--- config.mk ---
export PLATFORM = sky130hd
export DESIGN_NAME = text_to_utf8_transcoder
export DESIGN_NICKNAME = d
export VERILOG_FILES = /design/src/rtl/t2u_pkg.sv /design/src/rtl/t2u_encode.sv /design/src/rtl/t2u_ctrl.sv /design/src/rtl/t2u_outbuf.sv /design/src/rtl/text_to_utf8_transcoder.sv
export SDC_FILE = /design/constraint.sdc
export NUM_CORES = 1
export LEC_CHECK = 0
export BUFFER_PORTS_ARGS = -buffer_cell sky130_fd_sc_hd__buf_2
export CORE_MARGIN = 5
export CORE_UTILIZATION = 31
export CTS_CLUSTER_SIZE = 12
export DETAILED_ROUTE_END_ITERATION = 10
export GPL_TIMING_DRIVEN = 1
export PLACE_DENSITY_LB_ADDON = 0.3
export SETUP_SLACK_MARGIN = 0.1
export SLEW_MARGIN = 20
export SYNTH_ARGS = -nofsm -noshare
export SYNTH_HDL_FRONTEND = slang
export SYNTH_SLANG_ARGS = --single-unit
--- constraint.sdc ---
create_clock -name clk_i -period 2.9 [get_ports clk_i]
set_input_delay 0.29 -clock clk_i [delete_from_list [all_inputs] [get_ports clk_i]]
set_output_delay 0.29 -clock clk_i [all_outputs]
set_load 0.02 [all_outputs]
--- src/rtl/t2u_pkg.sv ---
// ----------------------------------------------------------------------------
// t2u_pkg: shared types, constants and functions for the text to UTF-8 block
// Holds register indexes, the Windows-1252 upper table and the run record.
// ----------------------------------------------------------------------------
`default_nettype none

package t2u_pkg;

  // Register indexes on the configuration port
  localparam logic [1:0] REG_SOURCE_MODE = 2'd0;
  localparam logic [1:0] REG_BYTE_BUDGET = 2'd1;

  // Source modes
  localparam logic MODE_WIDE   = 1'b0;
  localparam logic MODE_CP1252 = 1'b1;

  // Budget limits
  localparam logic [11:0] BUDGET_MAX   = 12'd4095;
  localparam logic [11:0] BUDGET_RESET = 12'd4095;

  // UTF-8 lead and continuation marks
  localparam logic [7:0]  LEAD2      = 8'hC0;
  localparam logic [7:0]  LEAD3      = 8'hE0;
  localparam logic [7:0]  CONT       = 8'h80;
  localparam logic [15:0] CP_REPLACE = 16'hFFFD;
  localparam logic [15:0] CP_EURO    = 16'h20AC;
  localparam logic [15:0] LIM_ONE    = 16'h0080;
  localparam logic [15:0] LIM_TWO    = 16'h0800;
  localparam logic [7:0]  C1_LOW     = 8'h80;
  localparam logic [7:0]  C1_HIGH    = 8'hA0;

  // Encoded character, before the budget decision
  typedef struct packed {
    logic            term;
    logic [1:0]      len;
    logic [2:0][7:0] bytes;
  } enc_t;

  // Bytes loaded into the output buffer for one request
  typedef struct packed {
    logic [1:0]      cnt;
    logic            term;
    logic [2:0][7:0] bytes;
  } run_t;

  // Clamp a budget value to the allowed maximum
  function automatic logic [11:0] budget_clamp(input logic [11:0] v);
    budget_clamp = (v > BUDGET_MAX) ? BUDGET_MAX : v;
  endfunction

  // Map Windows-1252 bytes 0x80..0x9F to code points
  function automatic logic [15:0] cp1252_map(input logic [4:0] idx);
    logic [15:0] cp;
    cp = CP_REPLACE;
    case (idx)
      5'd0:  cp = CP_EURO;
      5'd2:  cp = 16'h201A;
      5'd3:  cp = 16'h0192;
      5'd4:  cp = 16'h201E;
      5'd5:  cp = 16'h2026;
      5'd6:  cp = 16'h2020;
      5'd7:  cp = 16'h2021;
      5'd8:  cp = 16'h02C6;
      5'd9:  cp = 16'h2030;
      5'd10: cp = 16'h0160;
      5'd11: cp = 16'h2039;
      5'd12: cp = 16'h0152;
      5'd14: cp = 16'h017D;
      5'd17: cp = 16'h2018;
      5'd18: cp = 16'h2019;
      5'd19: cp = 16'h201C;
      5'd20: cp = 16'h201D;
      5'd21: cp = 16'h2022;
      5'd22: cp = 16'h2013;
      5'd23: cp = 16'h2014;
      5'd24: cp = 16'h02DC;
      5'd25: cp = 16'h2122;
      5'd26: cp = 16'h0161;
      5'd27: cp = 16'h203A;
      5'd28: cp = 16'h0153;
      5'd30: cp = 16'h017E;
      5'd31: cp = 16'h0178;
      default: cp = CP_REPLACE;
    endcase
    return cp;
  endfunction

endpackage

`default_nettype wire

--- src/rtl/t2u_encode.sv ---
// ----------------------------------------------------------------------------
// t2u_encode: code unit to UTF-8 byte sequence
// Maps the source unit to a code point and splits it into one to three bytes.
// ----------------------------------------------------------------------------
`default_nettype none

module t2u_encode (
  input  wire logic          mode_i,
  input  wire logic [15:0]   code_unit_i,
  input  wire logic          end_of_string_i,
  output t2u_pkg::enc_t      enc_o
);
  import t2u_pkg::*;

  logic [7:0]  low_b;
  logic [15:0] cp;
  logic        zero;

  // Pick the code point for the current mode
  always_comb begin
    low_b = code_unit_i[7:0];
    if (mode_i == MODE_CP1252) begin
      zero = (low_b == 8'd0);
      if (low_b < C1_LOW) begin
        cp = {8'd0, low_b};
      end else if (low_b < C1_HIGH) begin
        cp = cp1252_map(low_b[4:0]);
      end else begin
        cp = {8'd0, low_b};
      end
    end else begin
      zero = (code_unit_i == 16'd0);
      cp   = code_unit_i;
    end
  end

  // Split into UTF-8 bytes, first byte in slot 0
  always_comb begin
    enc_o.term  = end_of_string_i | zero;
    enc_o.bytes = '0;
    if (cp < LIM_ONE) begin
      enc_o.len      = 2'd1;
      enc_o.bytes[0] = cp[7:0];
    end else if (cp < LIM_TWO) begin
      enc_o.len      = 2'd2;
      enc_o.bytes[0] = LEAD2 | {3'd0, cp[10:6]};
      enc_o.bytes[1] = CONT | {2'd0, cp[5:0]};
    end else begin
      enc_o.len      = 2'd3;
      enc_o.bytes[0] = LEAD3 | {4'd0, cp[15:12]};
      enc_o.bytes[1] = CONT | {2'd0, cp[11:6]};
      enc_o.bytes[2] = CONT | {2'd0, cp[5:0]};
    end
    if (enc_o.term) begin
      enc_o.bytes[0] = 8'd0;
    end
  end

endmodule

`default_nettype wire

--- src/rtl/t2u_ctrl.sv ---
// ----------------------------------------------------------------------------
// t2u_ctrl: configuration registers and byte budget tracking
// Holds the mode and budget, counts data bytes down and halts on overflow.
// ----------------------------------------------------------------------------
`default_nettype none

module t2u_ctrl (
  input  wire logic          clk_i,
  input  wire logic          rst_ni,
  input  wire logic          cfg_we_i,
  input  wire logic [1:0]    cfg_index_i,
  input  wire logic [11:0]   cfg_data_i,
  input  wire logic          accept_i,
  input  wire t2u_pkg::enc_t enc_i,
  output logic               mode_o,
  output logic               emit_o
);
  import t2u_pkg::*;

  logic        mode_q, mode_d;
  logic [11:0] budget_q, budget_d;
  logic [11:0] left_q, left_d;
  logic        halted_q, halted_d;
  logic        fits;

  assign mode_o = mode_q;
  assign fits   = ({10'd0, enc_i.len} <= left_q);
  assign emit_o = !enc_i.term && !halted_q && fits;

  // Update registers on configuration writes and accepted requests
  always_comb begin
    mode_d   = mode_q;
    budget_d = budget_q;
    left_d   = left_q;
    halted_d = halted_q;
    if (cfg_we_i) begin
      unique case (cfg_index_i)
        REG_SOURCE_MODE: mode_d = cfg_data_i[0];
        REG_BYTE_BUDGET: begin
          budget_d = cfg_data_i;
          left_d   = budget_clamp(cfg_data_i);
        end
        default: ;
      endcase
    end
    if (accept_i) begin
      if (enc_i.term) begin
        left_d   = budget_clamp(budget_q);
        halted_d = 1'b0;
      end else if (!halted_q) begin
        if (fits) begin
          left_d = left_q - {10'd0, enc_i.len};
        end else begin
          halted_d = 1'b1;
        end
      end
    end
  end

  always_ff @(posedge clk_i or negedge rst_ni) begin
    if (!rst_ni) begin
      mode_q   <= MODE_WIDE;
      budget_q <= BUDGET_RESET;
      left_q   <= budget_clamp(BUDGET_RESET);
      halted_q <= 1'b0;
    end else begin
      mode_q   <= mode_d;
      budget_q <= budget_d;
      left_q   <= left_d;
      halted_q <= halted_d;
    end
  end

  // A character that overflows the budget halts output
  assert property (@(posedge clk_i) disable iff (!rst_ni)
    (accept_i && !cfg_we_i && !enc_i.term && !halted_q && !fits) |=> halted_q)
    else $error("t2u_ctrl: overflow did not halt");

  // A terminator clears halt and reloads the budget
  assert property (@(posedge clk_i) disable iff (!rst_ni)
    (accept_i && !cfg_we_i && enc_i.term) |=>
      (!halted_q && left_q == budget_clamp(budget_q)))
    else $error("t2u_ctrl: terminator did not reload budget");

endmodule

`default_nettype wire

--- src/rtl/t2u_outbuf.sv ---
// ----------------------------------------------------------------------------
// t2u_outbuf: result register and byte serializer
// Holds one request's bytes, up to three; shifts one out per unstalled cycle.
// ----------------------------------------------------------------------------
`default_nettype none

module t2u_outbuf (
  input  wire logic          clk_i,
  input  wire logic          rst_ni,
  input  wire logic          load_i,
  input  wire t2u_pkg::run_t run_i,
  output logic               load_ready_o,
  output logic               out_valid_o,
  input  wire logic          out_stall_i,
  output logic [7:0]         out_byte_o,
  output logic               last_of_run_o,
  output logic               is_terminator_o
);
  import t2u_pkg::*;

  logic [1:0]      cnt_q, cnt_d;
  logic            term_q, term_d;
  logic [2:0][7:0] bytes_q, bytes_d;
  logic            pop;

  assign out_valid_o     = (cnt_q != 2'd0);
  assign pop             = out_valid_o && !out_stall_i;
  assign load_ready_o    = (cnt_q == 2'd0) || (cnt_q == 2'd1 && !out_stall_i);
  assign out_byte_o      = bytes_q[0];
  assign last_of_run_o   = (cnt_q == 2'd1);
  assign is_terminator_o = term_q;

  // Load a new run, or advance through the current one
  always_comb begin
    cnt_d   = cnt_q;
    term_d  = term_q;
    bytes_d = bytes_q;
    if (load_i) begin
      cnt_d   = run_i.cnt;
      term_d  = run_i.term;
      bytes_d = run_i.bytes;
    end else if (pop) begin
      cnt_d      = cnt_q - 2'd1;
      bytes_d[0] = bytes_q[1];
      bytes_d[1] = bytes_q[2];
    end
  end

  always_ff @(posedge clk_i or negedge rst_ni) begin
    if (!rst_ni) begin
      cnt_q  <= 2'd0;
      term_q <= 1'b0;
    end else begin
      cnt_q  <= cnt_d;
      term_q <= term_d;
    end
  end

  always_ff @(posedge clk_i) begin
    bytes_q <= bytes_d;
  end

  // A terminator is always a run of exactly one byte
  assert property (@(posedge clk_i) disable iff (!rst_ni)
    (term_q && cnt_q != 2'd0) |-> (cnt_q == 2'd1 && bytes_q[0] == 8'd0))
    else $error("t2u_outbuf: terminator run malformed");

  // A taken byte inside a run moves the count down by one
  assert property (@(posedge clk_i) disable iff (!rst_ni)
    (pop && cnt_q > 2'd1) |=> (cnt_q == $past(cnt_q) - 2'd1))
    else $error("t2u_outbuf: run count did not advance");

endmodule

`default_nettype wire

--- src/rtl/text_to_utf8_transcoder.sv ---
// ----------------------------------------------------------------------------
// text_to_utf8_transcoder: code unit stream to UTF-8 byte stream
// Encodes wide or Windows-1252 characters under a per-string byte budget.
// ----------------------------------------------------------------------------
// Usage:
//   Input channel (in_valid_i / in_stall_o) takes one code unit and an
//   end-of-string flag per request. Output channel (out_valid_o /
//   out_stall_i) delivers one byte per request, with last_of_run_o on the
//   final byte of a character and is_terminator_o on the zero byte that
//   ends a string. The configuration channel (cfg_valid_i / cfg_ready_o)
//   writes source_mode (index 0) or byte_budget (index 1); it is always
//   ready and should be used only while the block is idle.
//   The first byte of a character is registered and appears in the cycle
//   after the input is taken. While out_stall_i is low, the output serializer
//   sends one byte per cycle and keeps a character until all its bytes go;
//   one-byte characters stream at one per cycle, dropped ones load no bytes.
//   Reset clears the output buffer, selects wide mode and loads a budget of
//   4095 bytes. While the receiver stalls, the current byte holds and the
//   input stalls once the buffer cannot drain in that cycle.
// ----------------------------------------------------------------------------
`default_nettype none

module text_to_utf8_transcoder (
  input  wire logic        clk_i,
  input  wire logic        rst_ni,
  input  wire logic        cfg_valid_i,
  output logic             cfg_ready_o,
  input  wire logic [1:0]  cfg_index_i,
  input  wire logic [11:0] cfg_data_i,
  input  wire logic        in_valid_i,
  output logic             in_stall_o,
  input  wire logic [15:0] code_unit_i,
  input  wire logic        end_of_string_i,
  output logic             out_valid_o,
  input  wire logic        out_stall_i,
  output logic [7:0]       out_byte_o,
  output logic             last_of_run_o,
  output logic             is_terminator_o
);
  import t2u_pkg::*;

  logic  mode;
  logic  emit;
  logic  load_ready;
  logic  accept;
  enc_t  enc;
  run_t  run;

  assign cfg_ready_o = 1'b1;
  assign in_stall_o  = !load_ready;
  assign accept      = in_valid_i && load_ready;

  t2u_encode u_encode (
    .mode_i          (mode),
    .code_unit_i     (code_unit_i),
    .end_of_string_i (end_of_string_i),
    .enc_o           (enc)
  );

  t2u_ctrl u_ctrl (
    .clk_i       (clk_i),
    .rst_ni      (rst_ni),
    .cfg_we_i    (cfg_valid_i),
    .cfg_index_i (cfg_index_i),
    .cfg_data_i  (cfg_data_i),
    .accept_i    (accept),
    .enc_i       (enc),
    .mode_o      (mode),
    .emit_o      (emit)
  );

  // Build the run: terminator alone, encoded bytes, or nothing
  always_comb begin
    run.term  = enc.term;
    run.bytes = enc.bytes;
    if (enc.term) begin
      run.cnt = 2'd1;
    end else if (emit) begin
      run.cnt = enc.len;
    end else begin
      run.cnt = 2'd0;
    end
  end

  t2u_outbuf u_outbuf (
    .clk_i           (clk_i),
    .rst_ni          (rst_ni),
    .load_i          (accept),
    .run_i           (run),
    .load_ready_o    (load_ready),
    .out_valid_o     (out_valid_o),
    .out_stall_i     (out_stall_i),
    .out_byte_o      (out_byte_o),
    .last_of_run_o   (last_of_run_o),
    .is_terminator_o (is_terminator_o)
  );

endmodule

`default_nettype wire
Word level (Yosys, flattened, before mapping)
Memory sizes are Yosys's and may differ from the RTL's. Cells that the tools add are included.

Register bits: 53. Latch bits: 0. Bits in writable memories: 0. ROM bits: 512. Output and inout port bits: 13. Word-level logic and storage cells: 70. Memories kept: 1.

Memories: (name not given) (depth 32, bits a word 16, read ports 1, clocked after Yosys merged registers in 0, wr ports 0, line t2u_pkg.sv:55) `case (idx)`.

Add/subtract/negate cells: 2. $mul: 0. Divide/modulo/power cells: 0. $lt $le $gt $ge: 7. Eq/ne operators: 2. Shift-type cells: 0. Multiplexer cells: 28. Bitwise gates (word level): 1. Reductions and logical operators: 19.

Operators with widths (count): $mux 12 (8); $mux 16 (5); $mux 8 (4); $gt 12x12->1 const B (2); $logic_not 16->1 (1); $lt 16x12->1 const B (1); $lt 16x8->1 const B (1); $lt 8x8->1 const B (2); $mux 14 (1); $le 2x12->1 (1); $sub 12x2->12 (1); $mux 2 (5); $logic_not 8->1 (1); $logic_and 1x1->1 (5); $mux 1 (5); $eq 2x1->1 const B (2); $logic_not 1->1 (4); $logic_not 2->1 (2); $reduce_and 2->1 (2); $reduce_bool 2->1 (2); $reduce_or 2->1 (1); $sub 2x1->2 const B (1); $logic_or 1x1->1 (1); $or 1x1->1 (1).

Depth between registers and ports, before layout
Word-level depth: 12. Depth in mapped cells: 17. Gate-level depth less buffers: 16.

Modules after synthesis
Synthesis repeated with hierarchy kept, for this count alone.

Cells, all modules: 446. Area total of the unflattened synthesis: 3967.6 µm².

Modules (own cells, without submodules): t2u_ctrl (times used 1, cells an instance 187, area an instance 1634.1 µm², sequential area each 680.7 µm²); t2u_outbuf (times used 1, cells an instance 70, area an instance 1157.4 µm², sequential area each 795.8 µm²); t2u_encode (times used 1, cells an instance 183, area an instance 1137.3 µm², sequential area each 0.0 µm²); text_to_utf8_transcoder (times used 1, cells an instance 6, area an instance 38.8 µm², sequential area each 0.0 µm²).

Worst setup path before layout
Ideal clock, no wire load.

Path type: input port to flip-flop. Start: input port code_unit_i[0]. End: register u_ctrl.left_q[6]. Arrival: 3.508 ns. Data required time: 2.816 ns. Path slack: -0.692 ns. Stages: 17. Cells stage by stage: inv_1 ha_1 buf_4 mux2i_4 o22ai_2 o21bai_1 a21oi_2 clkbuf_1 nand2_1 ha_1 fa_1 nor3b_1 a31oi_1 clkbuf_1 a21oi_1 a211oi_1 a31oi_1.

Longest elaborated chain between the ends: 12. Elaborated cells between the ends (all ways): 20.

Ends and longest elaborated chain: start: declaration (line text_to_utf8_transcoder.sv:32) `input wire logic [15:0] code_unit_i,`; $mem_v2 32x16 or $lt 8x8->1 (tied branches); $mux 16 (line t2u_encode.sv:26) `end else if (low_b < C1_HIGH) begin`; $mux 16 (line t2u_encode.sv:24) `if (low_b < C1_LOW) begin`; $mux 16 (line t2u_encode.sv:22) `if (mode_i == MODE_CP1252) begin`; $lt 16x12->1 (line t2u_encode.sv:44) `end else if (cp < LIM_TWO) begin`; $mux 1 (line t2u_encode.sv:44); $mux 2 (line t2u_encode.sv:41) `if (cp < LIM_ONE) begin`; $sub 12x2->12 or $le 2x12->1 (tied branches) (line t2u_ctrl.sv:52, t2u_ctrl.sv:27); $mux 12 (line t2u_ctrl.sv:51) `if (fits) begin`; $mux 12 (line t2u_ctrl.sv:50) `end else if (!halted_q) begin`; $mux 12 (*) (line t2u_ctrl.sv:47) `if (enc_i.term) begin`; $mux 12 (*) (line t2u_ctrl.sv:46) `if (accept_i) begin`; net u_ctrl.left_d[6] (line t2u_ctrl.sv:22) `logic [11:0] left_q, left_d;`; end signal: assignment (line t2u_ctrl.sv:64) `left_q <= budget_clamp(BUDGET_RESET);`; end signal: assignment (line t2u_ctrl.sv:69) `left_q <= left_d;`; end: declaration (line t2u_ctrl.sv:22).

Mark *: on every way through the listed nets, which the timed path passes. The rest lies on a longest branch. A chain may end at the register's enable or synchronous reset.

Worst setup path after layout
Same ends and word-level chain as after synthesis.

==> results.tsv <==
metric	value	unit
slowest_stage	a2111o_1	
syn_nets	467	
post_synth_num_cell_types	77	
drive_gt1_share	41.4	%
io_buffers	47	
initial_core_util	31.7	%
finalCritPeriodShare	98.1	%
num-nets-final	563	
path_clk_slew	0.07	ns
cp-start-kind	input pin	
tightest_slew	0.974	ns
synth_edf_count	22	
crit_fanout	4	
setup_viol	0	
nFillCells	1192	
maxSlewHeadroom	34.9	%
design.portCount	49	
ant_nets	0	
n_antenna_cell	0	
die_area	14700	sq um
hp-class	in -> async	
syn-cell-area	3820	sq um
grt_max_degree	31	
ys_ff_latch	51	
synthFlopType	dfstp_2	
pwr-share-seq	35.5	%
finClkSkew	0.00869	ns
drt_iter0_drc	286	
crit_top_cell	ha_4	
antenna_found_initial	0	
rr_startpoint	u_ctrl.mode_o	
cap_violations	0	
grt_overflow_total	0	
mostFrequentLayoutCell	nand2_1	
clock_sinks	51	
dieWidth	121	um
run_status	completed	
wl	10800	um
cts-htree-levels	2	
cp-end-kind	flop	
rsz0062_at_grt	true	
ir_worst_vdd	0.371	mV
cp.arrival	3.06	ns
drc	0	
switching_share	36.9	%
dpl.hpwl	8150	um
period_minus_slack	2.84	ns
grt_pass1_vias	3422	
viasPerCell	5.07	
final_cell_mix	nand2_1, buf_4, buf_2, nor2_1, dfstp_2	
crit_type	in -> reg	
total_power	3770	uW
p_sw	1390	uW
postLayoutCellArea	5120	sq um
place_area	4720	sq um
first_pass_iters	4	
synth_warnings	0	
seq_area_frac_synth	37.0	%
synthArstFlopShare	56.9	%
core.rowCount	40	
clock.fmax	0.352	GHz
crit_required	3.11	ns
clock_path_buffers	2	
dieHeight	121	um
cp-startpoint	code_unit_i[0]	
core	12100	sq um
cts_root_buffer	clkbuf_16	
slowest_delay	0.49	ns
p_clk_share	18.0	%
crit_chain	buf_8 -> inv_8 -> ha_4 -> nor2b_4 -> o22ai_2 -> a2111o_1 -> nand4_4 -> nand2b_4 -> nand2_4 -> ha_4 -> fa_2 -> nor3b_4 -> buf_6 -> nand2_1 -> xor2_2 -> a21oi_4 -> a211oi_2 -> a31oi_1	
hold_viol_final	0	
wl_per_cell	15.7	um
cts_inserted_buffers	5	
p_per_area	737	nW/um^2
internal_power	2380	uW
comb_power_share	46.5	%
track_usage	14.8	%
p_leak	0.00211	uW
vias	3471	
drv_slew	0	
clock_latency	0.29	ns
grt_pass1_wl	17600	um
cts_tree	done	
place.gp.congestion	0.843	
synthToLayoutAreaGrowth	33.8	%
syn_avg_cell_area	9.11	sq um
synth_cells	420	
-- metal layers --
metal  global-route usage, %  vias up  wire length, um
li1                        -     1729                -
met1                    20.6     1647             5050
met2                    24.0       81             5040
met3                    2.28       14              478
met4                    3.54        0              191
met5                       0        -                0
-- worst max-delay path, delay by kind of cell --
kind | cells | cell delay, ns
fa+ha+maj | 3 | 0.65
simple gates | 6 | 0.75
compound gates | 5 | 0.91
buf+inv | 3 | 0.29
xor+xnor | 1 | 0.19
-- synthesized netlist by cell type (9+ instances only) --
library cell	instances	area [sq um]
a211oi_1	9	67.6
a21oi_1	18	90.1
a31oi_1	10	62.6
buf_4	11	82.6
clkbuf_1	10	37.5
dfstp_2	24	631
edfxtp_1	22	661
ha_1	10	125
inv_1	12	45.0
nand2_1	72	270
nand3_1	12	60.1
nor2_1	30	113
o21ai_0	15	75.1
-- registers in the layout (all words and copies together) (netlist names) --
register                  flops
u_outbuf.bytes_q             14
u_ctrl.budget_q              12
u_ctrl.left_q                12
u_outbuf.out_byte_o           8
u_outbuf.cnt_q                2
u_ctrl.halted_q               1
u_ctrl.mode_o                 1
u_outbuf.is_terminator_o      1
-- repair_timing --
action / in CTS / in global routing
gates resized for setup: 21 / 9
buffers inserted: 8 / 5
pin swaps: 12 / 5
setup endpoints to repair: 14 / 14
hold buffers: 0 / 0
-- path summary, 6_finish.rpt --
kind	slack [ns]	cells after the start	to
max in group asynchronous	2.46	1	u_ctrl.mode_o
min in group clk_i	0.21	3	u_ctrl.budget_q[4]
min	0.02	1	u_outbuf.cnt_q[1]
max reg2reg	0.07	15	u_ctrl.left_q[6]
max	0.06	18	u_ctrl.left_q[6]
min reg2reg	0.46	2	u_ctrl.budget_q[11]
-- logic make-up (layout without fill, tap and decap cells) --
| logic type | after synthesis | after routing | share of synthesized area, % |
|---|---|---|---|
| AND/OR/NAND/NOR | 166 | 166 | 22.1 |
| AO/OA/AOI/OAI | 127 | 127 | 25.2 |
| flip-flops | 51 | 51 | 37.0 |
| buffers and inverters | 49 | 146 | 7.49 |
| adder cells (fa/ha/maj) | 11 | 11 | 3.79 |
| XOR/XNOR | 9 | 9 | 2.06 |
| multiplexers | 6 | 6 | 2.22 |
| other | 1 | 1 | 0.0980 |
-- power by group through the flow --
stage / logic (uW) / registers (uW) / clock network [uW]
after floorplan: 1190 / 1310 / 0
after global placement: 1600 / 1340 / 0
after detailed placement: 1620 / 1340 / 0
after CTS: 1690 / 1330 / 689
after global routing: 1940 / 1370 / 726
final: 1760 / 1340 / 679
-- final cells by class --
cell class,count,area [sq um],share of cell area [%]
multi-input combinational,320,2340,45.7
sequential,51,1420,27.7
timing repair buffer,124,898,17.6
tap,168,210,4.11
clock buffer,5,125,2.45
inverter,14,80.1,1.57
clock inverter,3,46.3,0.905
-- per-stage QoR --
step                      setup WS, ns  utilization (%)  setup TNS [ns]  instances  hold slack (ns)
after floorplan                -0.0673                -          -0.323        420         -0.00559
after global placement          -0.341             39.1           -3.59        665            0.346
after detailed placement        -0.416             39.1           -4.97        665            0.346
after CTS                       0.0674             41.8               0        681           0.0373
after global routing           -0.0815             42.4          -0.295        685           0.0693
final                           0.0565             42.4               0        685           0.0225
Note: power is estimated with default switching activity, not from simulation.
